<file path="src/hdl/htw_pkg.sv">
// ----------------------------------------------------------------------------
// htw_pkg
// Shared constants, codes and types of the hierarchical timer wheel.
// ----------------------------------------------------------------------------
package htw_pkg;

    localparam int MAX_TIMERS_DEF = 64;
    localparam int ROOT_BITS_DEF  = 8;
    localparam int LEVEL_BITS_DEF = 6;
    localparam int RESULT_CAP     = 64;

    localparam logic [1:0] MODE_ADD  = 2'd0;
    localparam logic [1:0] MODE_KILL = 2'd1;
    localparam logic [1:0] MODE_TICK = 2'd2;

    localparam logic [2:0] KIND_ADDED  = 3'd0;
    localparam logic [2:0] KIND_FULL   = 3'd1;
    localparam logic [2:0] KIND_KILLED = 3'd2;
    localparam logic [2:0] KIND_MISS   = 3'd3;
    localparam logic [2:0] KIND_FIRED  = 3'd4;

    localparam logic [31:0] LIMIT_FOREVER = 32'hffff_ffff;

    typedef struct packed {
        logic [31:0] expiry;
        logic [31:0] period;
        logic [31:0] limit;
        logic [31:0] fired;
        logic [31:0] id;
    } ent_t;

    typedef enum logic [4:0] {
        CMD_CLR, CMD_IDLE, CMD_ASCAN, CMD_AFILL, CMD_FRD, CMD_FWR, CMD_FLINK,
        CMD_KRD, CMD_KCMP, CMD_URD, CMD_UDAT, CMD_UWR, CMD_EMIT,
        CMD_CRD, CMD_CDET, CMD_CE, CMD_CDAT, CMD_CNX,
        CMD_TRD, CMD_TDET, CMD_TE, CMD_TDAT, CMD_TFIRE, CMD_TNX, CMD_TEND
    } cmd_t;

    typedef struct packed {
        logic       acc;
        logic [1:0] mode;
        logic       root_zero;
        logic       used_c;
        logic       c_last;
        logic       kill_hit;
        logic       tail_nil;
        logic       e_nil;
        logic       casc_brk;
        logic       out_free;
        logic       clr_last;
        logic       fire_stall;
        logic       again;
        logic       pend_v;
    } stat_t;

endpackage

</file>
<file path="src/hdl/htw_ctrl.sv">
// ----------------------------------------------------------------------------
// htw_ctrl
// Sequencer: steps the datapath through add, kill, cascade and fire walks.
// ----------------------------------------------------------------------------
module htw_ctrl (
    input  logic          aclk,
    input  logic          aresetn,
    input  htw_pkg::stat_t stat,
    output htw_pkg::cmd_t  cmd
);

    typedef enum logic [24:0] {
        ST_CLR   = 25'h0000001, ST_IDLE  = 25'h0000002, ST_ASCAN = 25'h0000004,
        ST_AFILL = 25'h0000008, ST_FRD   = 25'h0000010, ST_FWR   = 25'h0000020,
        ST_FLINK = 25'h0000040, ST_KRD   = 25'h0000080, ST_KCMP  = 25'h0000100,
        ST_URD   = 25'h0000200, ST_UDAT  = 25'h0000400, ST_UWR   = 25'h0000800,
        ST_EMIT  = 25'h0001000, ST_CRD   = 25'h0002000, ST_CDET  = 25'h0004000,
        ST_CE    = 25'h0008000, ST_CDAT  = 25'h0010000, ST_CNX   = 25'h0020000,
        ST_TRD   = 25'h0040000, ST_TDET  = 25'h0080000, ST_TE    = 25'h0100000,
        ST_TDAT  = 25'h0200000, ST_TFIRE = 25'h0400000, ST_TNX   = 25'h0800000,
        ST_TEND  = 25'h1000000
    } state_t;

    state_t state_reg, state_next;
    state_t ret_reg, ret_next;

    always_comb begin
        state_next = state_reg;
        ret_next   = ret_reg;
        case (state_reg)
            ST_CLR: begin
                if (stat.clr_last) state_next = ST_IDLE;
            end
            ST_IDLE: begin
                if (stat.acc) begin
                    case (stat.mode)
                        htw_pkg::MODE_ADD:  state_next = ST_ASCAN;
                        htw_pkg::MODE_KILL: state_next = ST_KRD;
                        htw_pkg::MODE_TICK: state_next = stat.root_zero ? ST_CRD : ST_TRD;
                        default:            state_next = ST_IDLE;
                    endcase
                end
            end
            ST_ASCAN: begin
                if (!stat.used_c) state_next = ST_AFILL;
                else if (stat.c_last) state_next = ST_EMIT;
            end
            ST_AFILL: begin
                state_next = ST_FRD;
                ret_next   = ST_EMIT;
            end
            ST_FRD:   state_next = ST_FWR;
            ST_FWR:   state_next = stat.tail_nil ? ret_reg : ST_FLINK;
            ST_FLINK: state_next = ret_reg;
            ST_KRD:   state_next = ST_KCMP;
            ST_KCMP: begin
                if (stat.kill_hit) state_next = ST_URD;
                else if (stat.c_last) state_next = ST_EMIT;
                else state_next = ST_KRD;
            end
            ST_URD:   state_next = ST_UDAT;
            ST_UDAT:  state_next = ST_UWR;
            ST_UWR:   state_next = ST_EMIT;
            ST_EMIT: begin
                if (stat.out_free) state_next = ST_IDLE;
            end
            ST_CRD:   state_next = ST_CDET;
            ST_CDET:  state_next = ST_CE;
            ST_CE: begin
                if (!stat.e_nil) state_next = ST_CDAT;
                else state_next = stat.casc_brk ? ST_TRD : ST_CRD;
            end
            ST_CDAT: begin
                state_next = ST_FRD;
                ret_next   = ST_CNX;
            end
            ST_CNX:   state_next = ST_CE;
            ST_TRD:   state_next = ST_TDET;
            ST_TDET:  state_next = ST_TE;
            ST_TE:    state_next = stat.e_nil ? ST_TEND : ST_TDAT;
            ST_TDAT:  state_next = ST_TFIRE;
            ST_TFIRE: begin
                if (!stat.fire_stall) begin
                    if (stat.again) begin
                        state_next = ST_FRD;
                        ret_next   = ST_TNX;
                    end else begin
                        state_next = ST_TNX;
                    end
                end
            end
            ST_TNX:   state_next = ST_TE;
            ST_TEND: begin
                if (!stat.pend_v || stat.out_free) state_next = ST_IDLE;
            end
            default:  state_next = ST_IDLE;
        endcase
    end

    always_ff @(posedge aclk) begin
        if (!aresetn) begin
            state_reg <= ST_CLR;
            ret_reg   <= ST_IDLE;
        end else begin
            state_reg <= state_next;
            ret_reg   <= ret_next;
        end
    end

    always_comb begin
        case (state_reg)
            ST_CLR:   cmd = htw_pkg::CMD_CLR;
            ST_IDLE:  cmd = htw_pkg::CMD_IDLE;
            ST_ASCAN: cmd = htw_pkg::CMD_ASCAN;
            ST_AFILL: cmd = htw_pkg::CMD_AFILL;
            ST_FRD:   cmd = htw_pkg::CMD_FRD;
            ST_FWR:   cmd = htw_pkg::CMD_FWR;
            ST_FLINK: cmd = htw_pkg::CMD_FLINK;
            ST_KRD:   cmd = htw_pkg::CMD_KRD;
            ST_KCMP:  cmd = htw_pkg::CMD_KCMP;
            ST_URD:   cmd = htw_pkg::CMD_URD;
            ST_UDAT:  cmd = htw_pkg::CMD_UDAT;
            ST_UWR:   cmd = htw_pkg::CMD_UWR;
            ST_EMIT:  cmd = htw_pkg::CMD_EMIT;
            ST_CRD:   cmd = htw_pkg::CMD_CRD;
            ST_CDET:  cmd = htw_pkg::CMD_CDET;
            ST_CE:    cmd = htw_pkg::CMD_CE;
            ST_CDAT:  cmd = htw_pkg::CMD_CDAT;
            ST_CNX:   cmd = htw_pkg::CMD_CNX;
            ST_TRD:   cmd = htw_pkg::CMD_TRD;
            ST_TDET:  cmd = htw_pkg::CMD_TDET;
            ST_TE:    cmd = htw_pkg::CMD_TE;
            ST_TDAT:  cmd = htw_pkg::CMD_TDAT;
            ST_TFIRE: cmd = htw_pkg::CMD_TFIRE;
            ST_TNX:   cmd = htw_pkg::CMD_TNX;
            ST_TEND:  cmd = htw_pkg::CMD_TEND;
            default:  cmd = htw_pkg::CMD_IDLE;
        endcase
    end

endmodule

</file>
<file path="config.mk">
export PLATFORM = sky130hd
export DESIGN_NAME = htw_ctrl
export DESIGN_NICKNAME = d
export VERILOG_FILES = /design/src/hdl/htw_pkg.sv /design/src/hdl/htw_ctrl.sv
export SDC_FILE = /design/constraint.sdc
export NUM_CORES = 1
export LEC_CHECK = 0
export BUFFER_PORTS_ARGS = -buffer_cell sky130_fd_sc_hd__clkbuf_2
export CAP_MARGIN = 0
export CORE_MARGIN = 2
export CORE_UTILIZATION = 50
export CTS_BUF_LIST = sky130_fd_sc_hd__clkbuf_8
export DETAILED_ROUTE_END_ITERATION = 7
export PLACE_DENSITY = 0.69
export SYNTH_ARGS = -nofsm -noshare
export SYNTH_HDL_FRONTEND = slang
export SYNTH_SLANG_ARGS = --single-unit
export TNS_END_PERCENT = 100
</file>
<file path="constraint.sdc">
create_clock -name aclk -period 2.65 [get_ports aclk]
set_input_delay 0.1325 -clock aclk [delete_from_list [all_inputs] [get_ports aclk]]
set_output_delay 0.1325 -clock aclk [all_outputs]
set_load 0.005 [all_outputs]
</file>
Word-level counts from Yosys, hierarchy flattened
Cells that the tools add are included.

cells by class
  reduce and logical (&&, ||, !) cells = 9
  muxes and demuxes = 21
  equal/unequal tests = 34

operator list
  cell                                                    count
  one-hot mux 25 bit (22 select lines)                    1
  two-way mux 25 bit                                      11
  one-hot mux 5 bit (24 select lines)                     1
  one-hot mux 25 bit (3 select lines)                     1
  two-way mux 19 bit                                      3
  one-hot mux 19 bit (3 select lines)                     1
  two-way mux 13 bit                                      2
  equality test 25 x 1 -> 1 bit (second input constant)   1
  equality test 25 x 10 -> 1 bit (second input constant)  1
  equality test 25 x 11 -> 1 bit (second input constant)  1
  equality test 25 x 12 -> 1 bit (second input constant)  1
  equality test 25 x 13 -> 1 bit (second input constant)  1
  equality test 25 x 14 -> 1 bit (second input constant)  1
  equality test 25 x 15 -> 1 bit (second input constant)  1
  equality test 25 x 16 -> 1 bit (second input constant)  1
  equality test 25 x 17 -> 1 bit (second input constant)  1
  equality test 25 x 18 -> 1 bit (second input constant)  1
  equality test 25 x 19 -> 1 bit (second input constant)  1
  equality test 25 x 2 -> 1 bit (second input constant)   1
  equality test 25 x 20 -> 1 bit (second input constant)  1
  equality test 25 x 21 -> 1 bit (second input constant)  1
  equality test 25 x 22 -> 1 bit (second input constant)  1
  equality test 25 x 23 -> 1 bit (second input constant)  1
  equality test 25 x 24 -> 1 bit (second input constant)  1
  other kinds (20)                                        27

storage, ports and cells
  output and inout port bits = 5
  register bits = 50
  input bits = 17
  logic and storage cells = 66

Depth between registers and ports, before layout
  word-level depth = 4
  depth in mapped cells = 9
  depth with buffers taken out = 6

Worst setup path after synthesis
OpenSTA, ideal clock, no wires.

  path type = reg2out
  start = reg state_reg[5]
  end = out cmd[0]
  data required time = 2.518 ns
  arrival time = 2.108 ns
  path buffers = 1
  setup slack = 0.410 ns
  cell stages (with the launch flop) = 8
  cells stage by stage = dfxtp_1 -> buf_6 -> or4_4 -> nor4_4 -> nand3_2 -> or4_1 -> nand4_1 -> a311o_1

between the ends
  cells in the longest elaborated chain, start to end = 2
  elaborated cells between the ends (all ways) = 25
  those cells by class = eq/ne (24); mux (1)

ends and longest elaborated chain
  element                                       RTL line         RTL
  from (decl)                                   htw_ctrl.sv:24   state_t state_reg, state_next;
  from (signal assigned)                        htw_ctrl.sv:105  state_reg <= state_next;
  equality test 25 bit (tied with other cells)  htw_ctrl.sv:111  case (state_reg)
  one-hot mux 5 bit (24 select lines) *         htw_ctrl.sv:111
  to (decl)                                     htw_ctrl.sv:9    output htw_pkg::cmd_t cmd

Mark *: on every way between the ends. The rest lies on a longest branch, timed or not.

Final worst setup path
  start = reg state_reg[12]
  end = out cmd[0]

The elaborated chain is that of the path after synthesis.

==> qor.txt <==
Post-synth EDFFs: 0
Fin area: 2739 um2
Synth area leader: dfxtp_1
Largest net degree at the start of global routing: 17
Commonest non-fill, non-tap cell in the layout: buf_4
Setup CP Type: reg2out
Pwr dens: 398.0 nW/um2
Sink Count: 29
Drt wl/cell: 18.45 um
Clock share of power: 37.8%
Min Tclk post-route: 2.689 ns
Row cnt: 24
TritonCTS buffer count: 5
Die Ht: 70.67 um
Post-DP Area: 2537 um2
Post-synthesis cell count: 278
Final Slew Violations: 0
Number of global-route vias before repair: 2210
Max reg flops: 25
GRT Util Overall: 27.96%
Sw Ratio: 28.57%
Mapped cell area: 2222 um2
Die Footprint: 4994 um2
Worst r2r dst: state_reg[1]
Global route overflow: 0
Final Net Count: 340
Pint: 0.7787 mW
Top-area cell type share of the netlist area: 26.13%
CTS tree: yes
Most frequent cells in the layout: buf_4 (34), dfxtp_1 (24), nand2_1 (20), nor2_1 (20), clkbuf_2 (20)
Crit end category: output pin
Final Skew: 0.006915 ns
Grt met3 use: 6.125%
NetSw: 0.3114 mW
DRC Markers: 0
HP Class: in2reg
Worst hold path startpoint: stat[8]
Reg power frac: 42.1%
Num ports: 22
Root Buffer: clkbuf_8
Area growth from synthesis to final layout: 23.25%
Reg2Reg Setup Slack: 0.31 ns
Register area share after synthesis: 26.13%
Gp weighted congestion: 0.9638
Area of the core: 4324 um2
TNS Setup: -0.03875 ns
GR peak layer: met2
Met2 Resource Use GR: 41.61%
Post-DRT Antenna Nets: 0
Fraction of registers with async set/reset: 0%
H-tree Lvls: 2
Grt met1 use: 38.75%
DR iter-0 viols: 248
Initial Util: 51.39%
Chip width: 70.67 um
Global-route wire length before repair: 10920 um
Critical Path Start Type: flop
Failing checks: negative setup slack
Final setup margin: -0.03875 ns
Final Core Density: 63.34%
Worst-case clock buffer depth: 2
Clock-pin slew on the worst setup and hold paths: 0.07 ns
Later-pin clock latency in the skew report: 0.28 ns
F_max: 0.3719 GHz
I/O Buffers: 21
Comb pwr share: 20.1%
WHS Endpoint: state_reg[9]
Fin. Hold Viols: 0
Detail Placement HPWL: 5163 um
Antenna Diode Count: 0
Net Count, Synth: 295
FF-to-FF Start: state_reg[12]
Max_cap viols: 0
Status: complete, but fails checks
Synth Area per Inst: 7.993 um2
Worst Max-Slew Pin Slew: 0.5201 ns
CP arrival: 2.56 ns
RSZ-0062 raised after global routing: true
Final Setup Violations: 1
Final Cycle Share: 101.5%
Routed WL: 6936 um
DR pass1 iterations: 6
Flops & latches, synth: 29
Worst hold path depth: 3
Worst vdd ir: 313.7 uV
Largest fanout on the critical path: 7
Top post-synthesis cells by area: dfxtp_1 (26%), nor4_4 (4.8%), nor3_1 (4.1%)
Synth unique cells: 62
Worst slew margin: 64.84%
R2R depth: 8
Via count: 2406
Layout cell share with drive strength beyond 1: 31.79%
Number of warnings issued by yosys: 0
Vias per cell: 6.399
WP data required: 2.52 ns
Synth Flop Type: dfxtp_1
Pleak: 1.142 nW
Antenna violations before repair: 0
cell families after synthesis:
kind of cell	after synthesis	synth area share (%)
xor+xnor	9	3.547
simple gates	166	49.66
buf+inv	25	5.349
compound gates	49	15.32
flops	29	26.13
cell type report:
| class | instances | area (um2) |
|---|---|---|
| multi-input cells | 224 | 1579 |
| clock buffers | 7 | 96.34 |
| inverters | 7 | 26.28 |
| repair buffers | 56 | 380.4 |
| fillers | 391 | 1585 |
| well taps | 52 | 65.06 |
| flip-flops and latches | 29 | 586.8 |
| clock inverters | 1 | 5.005 |
power by group through the flow:
stage               Combinational (mW)  Sequential (mW)  Clock, mW
finish                           0.220            0.459      0.412
detailed placement               0.202            0.467          0
CTS                              0.208            0.458      0.417
global placement                 0.204            0.466          0
global route                     0.235            0.461      0.437
floorplan                        0.131            0.461          0
metrics by stage:
stage | power [mW] | hold WS, ns | std cells | worst slack [ns]
detailed placement | 0.6695 | 0.3731 | 363 | 0.1468
finish | 1.090 | 0.07685 | 376 | -0.03875
global route | 1.133 | 0.1038 | 376 | -0.1135
global placement | 0.6701 | 0.3588 | 363 | 0.1844
CTS | 1.083 | 0.07797 | 375 | 0.003657
floorplan | 0.5921 | 0.2416 | 278 | 0.4098
how the worst max path moves through the flow:
stage | from | endpoint | depth (start not counted)
finish | state_reg[12] | cmd[0] | 7
global placement | state_reg[16] | cmd[0] | 7
detailed placement | state_reg[16] | cmd[0] | 7
global route | state_reg[20] | cmd[0] | 9
floorplan | state_reg[5] | cmd[0] | 7
CTS | state_reg[8] | cmd[0] | 8
cells in the mapped netlist (all sizes together) (3+ instances only):
| master | instances |
|---|---|
| nor2 | 21 |
| nand2b | 7 |
| nand2 | 22 |
| or4b | 3 |
| a21oi | 10 |
| or4 | 8 |
| nor3b | 5 |
| a311oi | 3 |
| nand3 | 11 |
| inv | 7 |
| dfxtp | 29 |
| or3 | 7 |
| nor4b | 11 |
| nor4 | 19 |
| buf | 11 |
| nand3b | 5 |
| xor2 | 7 |
| and3 | 3 |
| nor2b | 7 |
| nor3 | 18 |
| clkbuf | 7 |
| o21ai | 13 |
| nand4 | 11 |
worst max-delay path, stage by stage (launching register included):
cell	delay, ns
dfxtp_1	0.39
nor4_4	0.41
nand3_1	0.26
or3_1	0.49
o21ai_0	0.12
nor4_1	0.11
a311o_1	0.36
clkbuf_2	0.13
routing by layer:
| metal | wire, um | vias up | share of wire, % |
|---|---|---|---|
| li1 | - | 1152 | - |
| met1 | 3058 | 1098 | 44 |
| met2 | 2994 | 126 | 43 |
| met3 | 585 | 30 | 8.4 |
| met4 | 298 | 0 | 4.3 |
| met5 | 0 | - | 0 |
what timing repair did:
item / 4_1_cts / 5_1_grt
setup endpoints to repair: 2 / 2
hold buffers: 0 / 0
buffers inserted: 4 / 1
gates resized for setup: 9 / 10
pin swaps: 7 / 4
No activity file was read; power rests on OpenSTA's default activity.
